<file path="src/hw/rtl/pca_pkg.sv">
// Shared types and constants for the pressure calibration and averaging block.
`timescale 1ns / 1ps

package pca_pkg;

    localparam int CODE_W  = 16;
    localparam int CAL_W   = 8;
    localparam int C10_W   = 12;
    localparam int MAG_W   = 16;
    localparam int QUOT_W  = 28;
    localparam int CNT_W   = 5;
    localparam int DEPTH   = 4;
    localparam int PTR_W   = 2;
    localparam int SUM_W   = 18;
    localparam int IDX_W   = 2;

    localparam logic [IDX_W-1:0] CFG_ZERO_OFFSET    = 2'd0;
    localparam logic [IDX_W-1:0] CFG_SPAN_OFFSET    = 2'd1;
    localparam logic [IDX_W-1:0] CFG_CALIB_PRESSURE = 2'd2;

    localparam logic [CODE_W-1:0] ZERO_OFFSET_RST    = 16'd0;
    localparam logic [CODE_W-1:0] SPAN_OFFSET_RST    = 16'hFFFF;
    localparam logic [CAL_W-1:0]  CALIB_PRESSURE_RST = 8'd40;

    typedef enum logic [1:0] {
        S_IDLE,
        S_MUL,
        S_DIV,
        S_FIN
    } t_state;

    typedef struct packed {
        logic load;
        logic mul;
        logic step;
        logic finish;
    } t_cmd;

    typedef struct packed {
        logic den_zero;
        logic div_last;
        logic out_free;
    } t_status;

endpackage

</file>
<file path="src/hw/rtl/pca_in_if.sv">
// Input channel interface carrying one raw converter code per transfer.
`timescale 1ns / 1ps

interface pca_in_if;
    logic                       valid;
    logic                       ready;
    logic [pca_pkg::CODE_W-1:0] adc_code;

    modport source (output valid, output adc_code, input ready);
    modport sink   (input valid, input adc_code, output ready);
endinterface

</file>
<file path="src/hw/rtl/pca_out_if.sv">
// Output channel interface carrying one calibrated result per transfer.
`timescale 1ns / 1ps

interface pca_out_if;
    logic                              valid;
    logic                              ready;
    logic signed [pca_pkg::CODE_W-1:0] measured_pressure;
    logic signed [pca_pkg::CODE_W-1:0] filtered_pressure;
    logic        [pca_pkg::CODE_W-1:0] raw_echo;
    logic                              divide_error;

    modport source (output valid, output measured_pressure, output filtered_pressure,
                    output raw_echo, output divide_error, input ready);
    modport sink   (input valid, input measured_pressure, input filtered_pressure,
                    input raw_echo, input divide_error, output ready);
endinterface

</file>
<file path="src/hw/rtl/pca_cfg_if.sv">
// Configuration write channel interface carrying a register index and data.
`timescale 1ns / 1ps

interface pca_cfg_if;
    logic                       valid;
    logic                       ready;
    logic [pca_pkg::IDX_W-1:0]  index;
    logic [pca_pkg::CODE_W-1:0] data;

    modport source (output valid, output index, output data, input ready);
    modport sink   (input valid, input index, input data, output ready);
endinterface

</file>
<file path="src/hw/rtl/pca_ctrl.sv">
// Controller state machine sequencing capture, multiply, divide and result load.
`timescale 1ns / 1ps

module pca_ctrl (
    input  logic             i_clk,
    input  logic             i_rst_n,
    input  logic             i_in_valid,
    input  pca_pkg::t_status i_status,
    output logic             o_in_ready,
    output pca_pkg::t_cmd    o_cmd
);

    pca_pkg::t_state r_state;
    pca_pkg::t_state n_state;

    always_ff @(posedge i_clk) begin
        if (!i_rst_n) begin
            r_state <= pca_pkg::S_IDLE;
        end else begin
            r_state <= n_state;
        end
    end

    always_comb begin
        n_state    = r_state;
        o_in_ready = 1'b0;
        o_cmd      = '0;
        case (r_state)
            pca_pkg::S_IDLE: begin
                o_in_ready = i_rst_n;
                if (i_in_valid && i_rst_n) begin
                    o_cmd.load = 1'b1;
                    n_state    = pca_pkg::S_MUL;
                end
            end
            pca_pkg::S_MUL: begin
                o_cmd.mul = 1'b1;
                n_state   = i_status.den_zero ? pca_pkg::S_FIN : pca_pkg::S_DIV;
            end
            pca_pkg::S_DIV: begin
                o_cmd.step = 1'b1;
                if (i_status.div_last) begin
                    n_state = pca_pkg::S_FIN;
                end
            end
            pca_pkg::S_FIN: begin
                if (i_status.out_free) begin
                    o_cmd.finish = 1'b1;
                    n_state      = pca_pkg::S_IDLE;
                end
            end
            default: begin
                n_state = pca_pkg::S_IDLE;
            end
        endcase
    end

endmodule

</file>
<file path="src/hw/rtl/pca_datapath.sv">
// Datapath with configuration registers, multiplier, serial divider, ring and output register.
`timescale 1ns / 1ps

module pca_datapath (
    input  logic                              i_clk,
    input  logic                              i_rst_n,
    input  pca_pkg::t_cmd                     i_cmd,
    output pca_pkg::t_status                  o_status,
    input  logic                              i_cfg_we,
    input  logic [pca_pkg::IDX_W-1:0]         i_cfg_index,
    input  logic [pca_pkg::CODE_W-1:0]        i_cfg_data,
    input  logic [pca_pkg::CODE_W-1:0]        i_adc_code,
    input  logic                              i_out_ready,
    output logic                              o_out_valid,
    output logic signed [pca_pkg::CODE_W-1:0] o_measured_pressure,
    output logic signed [pca_pkg::CODE_W-1:0] o_filtered_pressure,
    output logic        [pca_pkg::CODE_W-1:0] o_raw_echo,
    output logic                              o_divide_error
);

    logic [pca_pkg::CODE_W-1:0] r_zero_offset;
    logic [pca_pkg::CODE_W-1:0] r_span_offset;
    logic [pca_pkg::CAL_W-1:0]  r_calib_pressure;

    logic [pca_pkg::CODE_W-1:0] r_code;
    logic [pca_pkg::QUOT_W-1:0] r_quo;
    logic [pca_pkg::MAG_W-1:0]  r_rem;
    logic [pca_pkg::MAG_W-1:0]  r_dmag;
    logic                       r_neg;
    logic [pca_pkg::CNT_W-1:0]  r_cnt;

    logic [pca_pkg::CODE_W-1:0] r_ring [pca_pkg::DEPTH];
    logic [pca_pkg::PTR_W-1:0]  r_ptr;

    logic                       r_out_valid;
    logic [pca_pkg::CODE_W-1:0] r_out_meas;
    logic [pca_pkg::CODE_W-1:0] r_out_filt;
    logic [pca_pkg::CODE_W-1:0] r_out_raw;
    logic                       r_out_derr;

    logic [pca_pkg::CODE_W:0]   num_diff;
    logic [pca_pkg::CODE_W:0]   den_diff;
    logic [pca_pkg::CODE_W:0]   num_abs;
    logic [pca_pkg::CODE_W:0]   den_abs;
    logic [pca_pkg::C10_W-1:0]  c10;
    logic                       den_zero;
    logic [pca_pkg::MAG_W:0]    rem_sh;
    logic [pca_pkg::MAG_W:0]    rem_sub;
    logic                       q_bit;
    logic [pca_pkg::CODE_W-1:0] meas;
    logic [pca_pkg::CODE_W-1:0] entry [pca_pkg::DEPTH];
    logic signed [pca_pkg::SUM_W-1:0] sum;
    logic signed [pca_pkg::SUM_W-1:0] sum_adj;
    logic signed [pca_pkg::SUM_W-1:0] filt;

    assign num_diff = {1'b0, r_code} - {1'b0, r_zero_offset};
    assign den_diff = {1'b0, r_span_offset} - {1'b0, r_zero_offset};
    assign num_abs  = num_diff[pca_pkg::CODE_W] ? -num_diff : num_diff;
    assign den_abs  = den_diff[pca_pkg::CODE_W] ? -den_diff : den_diff;
    assign den_zero = (r_span_offset == r_zero_offset);
    assign c10      = {1'b0, r_calib_pressure, 3'b000} + {3'b000, r_calib_pressure, 1'b0};

    assign rem_sh  = {r_rem, r_quo[pca_pkg::QUOT_W-1]};
    assign rem_sub = rem_sh - {1'b0, r_dmag};
    assign q_bit   = !rem_sub[pca_pkg::MAG_W];

    assign meas = den_zero ? '0 :
                  (r_neg ? -r_quo[pca_pkg::CODE_W-1:0] : r_quo[pca_pkg::CODE_W-1:0]);

    always_comb begin
        sum = '0;
        for (int i = 0; i < pca_pkg::DEPTH; i++) begin
            entry[i] = (r_ptr == pca_pkg::PTR_W'(i)) ? meas : r_ring[i];
            sum      = sum + pca_pkg::SUM_W'(signed'(entry[i]));
        end
        sum_adj = sum + (sum[pca_pkg::SUM_W-1] ? pca_pkg::SUM_W'(pca_pkg::DEPTH - 1) : '0);
        filt    = sum_adj >>> pca_pkg::PTR_W;
    end

    assign o_status.den_zero = den_zero;
    assign o_status.div_last = (r_cnt == pca_pkg::CNT_W'(pca_pkg::QUOT_W - 1));
    assign o_status.out_free = !r_out_valid || i_out_ready;

    always_ff @(posedge i_clk) begin
        if (!i_rst_n) begin
            r_zero_offset    <= pca_pkg::ZERO_OFFSET_RST;
            r_span_offset    <= pca_pkg::SPAN_OFFSET_RST;
            r_calib_pressure <= pca_pkg::CALIB_PRESSURE_RST;
        end else if (i_cfg_we) begin
            case (i_cfg_index)
                pca_pkg::CFG_ZERO_OFFSET:    r_zero_offset    <= i_cfg_data;
                pca_pkg::CFG_SPAN_OFFSET:    r_span_offset    <= i_cfg_data;
                pca_pkg::CFG_CALIB_PRESSURE: r_calib_pressure <= i_cfg_data[pca_pkg::CAL_W-1:0];
                default: begin
                end
            endcase
        end
    end

    always_ff @(posedge i_clk) begin
        if (i_cmd.load) begin
            r_code <= i_adc_code;
        end
        if (i_cmd.mul) begin
            r_quo  <= pca_pkg::QUOT_W'(num_abs[pca_pkg::MAG_W-1:0]) * pca_pkg::QUOT_W'(c10);
            r_dmag <= den_abs[pca_pkg::MAG_W-1:0];
            r_neg  <= num_diff[pca_pkg::CODE_W] ^ den_diff[pca_pkg::CODE_W];
            r_rem  <= '0;
            r_cnt  <= '0;
        end else if (i_cmd.step) begin
            r_rem <= q_bit ? rem_sub[pca_pkg::MAG_W-1:0] : rem_sh[pca_pkg::MAG_W-1:0];
            r_quo <= {r_quo[pca_pkg::QUOT_W-2:0], q_bit};
            r_cnt <= r_cnt + 1'b1;
        end
    end

    always_ff @(posedge i_clk) begin
        if (!i_rst_n) begin
            for (int i = 0; i < pca_pkg::DEPTH; i++) begin
                r_ring[i] <= '0;
            end
            r_ptr       <= '0;
            r_out_valid <= 1'b0;
        end else begin
            if (i_cmd.finish) begin
                r_ring[r_ptr] <= meas;
                r_ptr         <= r_ptr + 1'b1;
                r_out_valid   <= 1'b1;
            end else if (i_out_ready) begin
                r_out_valid <= 1'b0;
            end
        end
    end

    always_ff @(posedge i_clk) begin
        if (i_cmd.finish) begin
            r_out_meas <= meas;
            r_out_filt <= filt[pca_pkg::CODE_W-1:0];
            r_out_raw  <= r_code;
            r_out_derr <= den_zero;
        end
    end

    assign o_out_valid         = r_out_valid;
    assign o_measured_pressure = r_out_meas;
    assign o_filtered_pressure = r_out_filt;
    assign o_raw_echo          = r_out_raw;
    assign o_divide_error      = r_out_derr;

endmodule

</file>
<file path="src/hw/rtl/pressure_calibrate_and_average.sv">
// Top level joining the controller and datapath of the pressure calibration block.
//
//   Channel  Direction  Contents
//   i_in     in         adc_code
//   o_out    out        measured_pressure, filtered_pressure, raw_echo, divide_error
//   i_cfg    in         index, data (zero_offset, span_offset, calib_pressure)
//
// An item passes through its transfer, the multiply, the restoring divider at one quotient
// bit per cycle, and the load of the output register; the next transfer can come in the
// cycle after the load. With equal offsets the divider is skipped. Reset clears the ring,
// its pointer and the output valid flag, and loads the configuration register defaults.
// A waiting result does not block the next transfer in, but that item then holds before its
// output load, with the input not ready, until the waiting result is taken.
`timescale 1ns / 1ps

module pressure_calibrate_and_average (
    input  logic        i_clk,
    input  logic        i_rst_n,
    pca_in_if.sink      i_in,
    pca_out_if.source   o_out,
    pca_cfg_if.sink     i_cfg
);

    pca_pkg::t_cmd    cmd;
    pca_pkg::t_status status;

    assign i_cfg.ready = i_rst_n;

    pca_ctrl u_ctrl (
        .i_clk      (i_clk),
        .i_rst_n    (i_rst_n),
        .i_in_valid (i_in.valid),
        .i_status   (status),
        .o_in_ready (i_in.ready),
        .o_cmd      (cmd)
    );

    pca_datapath u_datapath (
        .i_clk               (i_clk),
        .i_rst_n             (i_rst_n),
        .i_cmd               (cmd),
        .o_status            (status),
        .i_cfg_we            (i_cfg.valid),
        .i_cfg_index         (i_cfg.index),
        .i_cfg_data          (i_cfg.data),
        .i_adc_code          (i_in.adc_code),
        .i_out_ready         (o_out.ready),
        .o_out_valid         (o_out.valid),
        .o_measured_pressure (o_out.measured_pressure),
        .o_filtered_pressure (o_out.filtered_pressure),
        .o_raw_echo          (o_out.raw_echo),
        .o_divide_error      (o_out.divide_error)
    );

endmodule
</file>
<file path="src/flat_wrapper.sv">
// flat-port wrapper written by rule: the top's interface ports become plain ports
module pressure_calibrate_and_average_flat 
  (i_clk, i_rst_n, i_in_valid, i_in_adc_code, i_in_ready, o_out_valid, o_out_measured_pressure, o_out_filtered_pressure, o_out_raw_echo, o_out_divide_error, o_out_ready, i_cfg_valid, i_cfg_index, i_cfg_data, i_cfg_ready);
  pca_in_if i_in_i ();
  pca_out_if o_out_i ();
  pca_cfg_if i_cfg_i ();
  input  logic i_clk;
  input  logic i_rst_n;
  input wire logic [$bits(i_in_i.valid)-1:0] i_in_valid;
  input wire logic [$bits(i_in_i.adc_code)-1:0] i_in_adc_code;
  output wire logic [$bits(i_in_i.ready)-1:0] i_in_ready;
  output wire logic [$bits(o_out_i.valid)-1:0] o_out_valid;
  output wire logic [$bits(o_out_i.measured_pressure)-1:0] o_out_measured_pressure;
  output wire logic [$bits(o_out_i.filtered_pressure)-1:0] o_out_filtered_pressure;
  output wire logic [$bits(o_out_i.raw_echo)-1:0] o_out_raw_echo;
  output wire logic [$bits(o_out_i.divide_error)-1:0] o_out_divide_error;
  input wire logic [$bits(o_out_i.ready)-1:0] o_out_ready;
  input wire logic [$bits(i_cfg_i.valid)-1:0] i_cfg_valid;
  input wire logic [$bits(i_cfg_i.index)-1:0] i_cfg_index;
  input wire logic [$bits(i_cfg_i.data)-1:0] i_cfg_data;
  output wire logic [$bits(i_cfg_i.ready)-1:0] i_cfg_ready;
  assign i_in_i.valid = i_in_valid;
  assign i_in_i.adc_code = i_in_adc_code;
  assign i_in_ready = i_in_i.ready;
  assign o_out_valid = o_out_i.valid;
  assign o_out_measured_pressure = o_out_i.measured_pressure;
  assign o_out_filtered_pressure = o_out_i.filtered_pressure;
  assign o_out_raw_echo = o_out_i.raw_echo;
  assign o_out_divide_error = o_out_i.divide_error;
  assign o_out_i.ready = o_out_ready;
  assign i_cfg_i.valid = i_cfg_valid;
  assign i_cfg_i.index = i_cfg_index;
  assign i_cfg_i.data = i_cfg_data;
  assign i_cfg_ready = i_cfg_i.ready;
  pressure_calibrate_and_average u_core (.i_clk(i_clk), .i_rst_n(i_rst_n), .i_in(i_in_i), .o_out(o_out_i), .i_cfg(i_cfg_i));
endmodule
</file>
<file path="config.mk">
export PLATFORM = sky130hd
export DESIGN_NAME = pressure_calibrate_and_average_flat
export DESIGN_NICKNAME = d
export VERILOG_FILES = /design/src/hw/rtl/pca_pkg.sv /design/src/hw/rtl/pca_in_if.sv /design/src/hw/rtl/pca_out_if.sv /design/src/hw/rtl/pca_cfg_if.sv /design/src/hw/rtl/pca_ctrl.sv /design/src/hw/rtl/pca_datapath.sv /design/src/hw/rtl/pressure_calibrate_and_average.sv /design/src/flat_wrapper.sv
export SDC_FILE = /design/constraint.sdc
export NUM_CORES = 1
export LEC_CHECK = 0
export BUFFER_PORTS_ARGS = -buffer_cell sky130_fd_sc_hd__buf_2
export CAP_MARGIN = 5
export CELL_PAD_IN_SITES_DETAIL_PLACEMENT = 1
export CELL_PAD_IN_SITES_GLOBAL_PLACEMENT = 2
export CORE_AREA = 2 2 317 194
export CTS_CLUSTER_SIZE = 8
export DETAILED_ROUTE_END_ITERATION = 16
export DIE_AREA = 0 0 319 196
export GPL_ROUTABILITY_DRIVEN = 0
export PLACE_DENSITY_LB_ADDON = 0.1
export RECOVER_POWER = 25
export REMOVE_ABC_BUFFERS = 1
export SLEW_MARGIN = 10
export SYNTH_ARGS = -nofsm -noshare
export SYNTH_HDL_FRONTEND = slang
export SYNTH_SLANG_ARGS = --single-unit
</file>
<file path="constraint.sdc">
create_clock -name i_clk -period 7.6 [get_ports i_clk]
set_clock_uncertainty 0.15 [all_clocks]
set_input_delay 2.28 -clock i_clk [delete_from_list [all_inputs] [get_ports i_clk]]
set_output_delay 2.28 -clock i_clk [all_outputs]
set_load 0.005 [all_outputs]
</file>
==> results.json <==
{
  "synth.yosys.seq_area_share": 0.3162,
  "multi_input_combinational_cell_area_mm2": 0.01366,
  "route.final.wire_length_mm": 68.59,
  "wl_met3_mm": 4.644,
  "ys_ff_latch": 240,
  "synth_edf_count": 174,
  "dp_cells": 3166,
  "port_buffers": 90,
  "cpLargestDelayFamily": "adder cells",
  "timing.critical_path.to_type": "flip-flop",
  "number_of_antenna_violations_at_the_first_check_in_global_routing": 2,
  "area.sequential_mm2": 0.006548,
  "max_freq_mhz": 121.2,
  "fp.coreArea_mm2": 0.05991,
  "tritoncts": "yes",
  "critical_path.most_common_cell": "inv_2",
  "routed.top_layer": "met4",
  "die_h_um": 196,
  "yosysTopAreaCellShare": 0.2524,
  "routed_wire_length_per_instance_um": 20.88,
  "buffers_and_inverters_on_the_worst_path": 10,
  "postSynth.topFlopCell": "edfxtp_1",
  "final.setup.worst_slack_ns": -0.6484,
  "syn-cell-area_mm2": 0.02070,
  "synthTopCellsByArea": "edfxtp_1 25%, fa_1 16%, ha_1 9.7%, dfxtp_1 6.4%, inv_1 4.7%",
  "cts.path.max_buffers": 3,
  "post_synth_inst_count": 2092,
  "post_synth_num_cell_types": 90,
  "max_cap_violations": 0,
  "leading_cell_type_in_the_layout_fill_and_taps_excluded": "buf_4",
  "slowest_stage_cell_cp": "fa_1",
  "antenna_cells": 0,
  "number_of_global_route_vias_before_repair": 17790,
  "finalCriticalPeriod_ns": 8.248,
  "start_kind": "flip-flop",
  "relSlewSlack": 0.3249,
  "cp_max_fo": 4,
  "routed_via_density": 5.042,
  "final_core_utilization": 0.4378,
  "timing_worst_slew_pin_value_ns": 1.010,
  "cts_buffers": 36,
  "grt_usage": 0.2237,
  "final_net_count": 2835,
  "num_vias": 16560,
  "cp_data_arrival_time_ns": 8.38,
  "cts_htree_levels": 2,
  "final_count_of_negative_setup_slack_endpoints": 12,
  "dieArea_mm2": 0.06252,
  "syn_area_per_cell_um2": 9.896,
  "violations": "setup timing",
  "worstSkewPairLatency_ns": 0.55,
  "met2_length_mm": 25.28,
  "drtPass1Iterations": 5,
  "stdcell_count": 3285,
  "cts.clk_slew.worst_paths_ns": 0.05,
  "drtAntennaViolNets": 0,
  "max_stage_delay_ns": 0.54,
  "asyncSetResetFlopFracSynth": 0,
  "num_io_pins": 91,
  "timing_hold_violations_final": 0,
  "yosysWarningCount": 0,
  "required_ns": 7.73,
  "rsz0062_at_grt": "yes",
  "initial_core_util": 0.3456,
  "synthDominantAreaCellType": "edfxtp_1",
  "nFillCells": 6754,
  "total_grt_overflow": 0,
  "dpl_worst_slack_ns": -0.9428,
  "wl_met1_mm": 37.74,
  "growth_of_design_area_from_synthesis_to_finish_pct": 26.70,
  "clock_sinks": 240,
  "grt_start_max_net_pins": 55,
  "grt_first_pass_wirelength_mm": 106.9,
  "clk_root_buffer_cell": "clkbuf_16",
  "run_status": "finished, violations left",
  "hpwlAfterDp_mm": 54.08,
  "share_of_post_route_cells_with_drive_strength_above_1": 0.2720,
  "row_count": 70,
  "critical_path_class": "reg -> reg",
  "drt-initial-drc-count": 1119,
  "die_width_um": 319,
  "whs_ns": 0.3161,
  "post-route-period-util": 1.085,
  "drc": 0,
  "final_count_of_pins_violating_max_slew": 0,
  "worstHoldPathType": "reg -> reg",
  "final_cell_mix": "285 x buf_4, 243 x inv_1, 234 x nor2_1, 174 x edfxtp_1, 149 x fa_1"
}
[worst paths after layout]
check	startpoint	endpoint	slack, ns	depth (start not counted)
hold / removal	u_core.u_datapath.r_zero_offset[14]	u_core.u_datapath.r_zero_offset[14]	0.32	2
setup / recovery	u_core.u_datapath.r_code[0]	u_core.u_datapath.r_quo[22]	-0.65	35
hold reg to reg	u_core.u_datapath.r_zero_offset[14]	u_core.u_datapath.r_zero_offset[14]	0.32	2
setup reg to reg	u_core.u_datapath.r_code[0]	u_core.u_datapath.r_quo[22]	-0.65	35
[state kept, by name (all words and copies together) (netlist names), 2 cells and up]
| name | flops |
|---|---|
| u_core.u_datapath.r_code | 16 |
| u_core.u_ctrl.r_state | 2 |
| u_core.u_datapath.o_measured_pressure | 16 |
| u_core.u_datapath.r_dmag | 16 |
| u_core.u_datapath.r_quo | 28 |
| u_core.u_datapath.r_cnt | 5 |
| u_core.u_datapath.o_filtered_pressure | 16 |
| u_core.u_datapath.o_raw_echo | 16 |
| u_core.u_datapath.r_ptr | 2 |
| u_core.u_datapath.r_span_offset | 16 |
| u_core.u_datapath.r_ring | 64 |
| u_core.u_datapath.r_zero_offset | 16 |
| u_core.u_datapath.r_calib_pressure | 8 |
| u_core.u_datapath.r_rem | 16 |
[cell type report]
| type | count | area share |
|---|---|---|
| clock buffers | 56 | 0.03759 |
| clock inverters | 3 | 0.001145 |
| inverters | 267 | 0.03840 |
| multi-input cells | 1520 | 0.5207 |
| flip-flops and latches | 240 | 0.2496 |
| well taps | 792 | 0.03778 |
| repair buffers | 407 | 0.1148 |
[cell families (layout without fill, tap and decap cells)]
| logic type | after synthesis | in the layout | share of synthesized area |
|---|---|---|---|
| DFF | 240 | 240 | 0.3162 |
| and+or+nand+nor | 644 | 644 | 0.1486 |
| muxes | 107 | 107 | 0.05391 |
| xor gates and xnor gates | 134 | 134 | 0.05742 |
| AOI/OAI and AO/OA | 310 | 311 | 0.1073 |
| adders and majority gates | 324 | 324 | 0.2549 |
| buffers and inverters | 333 | 733 | 0.06159 |
[synth_stat cells (42+ instances only)]
master	instances
inv_1	261
nor2b_1	42
fa_1	163
xnor2_1	71
xor2_1	61
dfxtp_1	66
edfxtp_1	174
ha_1	161
mux2i_1	71
a21oi_1	57
nor2_1	239
clkbuf_1	50
o21ai_0	45
nand2_1	156
[repair_timing]
action	CTS	global route
pin swaps	70	78
hold buffers	0	0
cloned	1	0
setup endpoints to repair	17	25
resized for setup	120	75
endpoints found under the hold margin	0	0
setup buffers	41	23
[through the flow]
step	setup TNS (ns)	instance area, um^2
6_report	-5.147	26230
5_1_grt	-9.671	26230
4_1_cts	-4.503	25820
3_5_place_dp	-8.979	23910
3_3_place_gp	-6.892	23910
2_1_floorplan	-3.075	20430
[worst reg2reg max path: cells and delay by family, from the launching register on]
family,cells,cell delay (ns)
buffers and inverters,10,1.12
adders and majority gates,8,3.02
xor gates and xnor gates,2,0.25
muxes,1,0.27
and+or+nand+nor,2,0.16
AOI/OAI and AO/OA,12,2.61
DFF,1,0.39
[per-layer routing]
| layer | track usage | vias to the layer above |
|---|---|---|
| met3 | 0.05203 | 54 |
| met4 | 0.03861 | 0 |
| met5 | 0 | - |
| met2 | 0.2931 | 316 |
| met1 | 0.3651 | 8360 |
| li1 | - | 7832 |
Power is left out: the tool's default activity adds up to more than one toggle a clock period on the data nets, which glitch-free logic cannot reach.
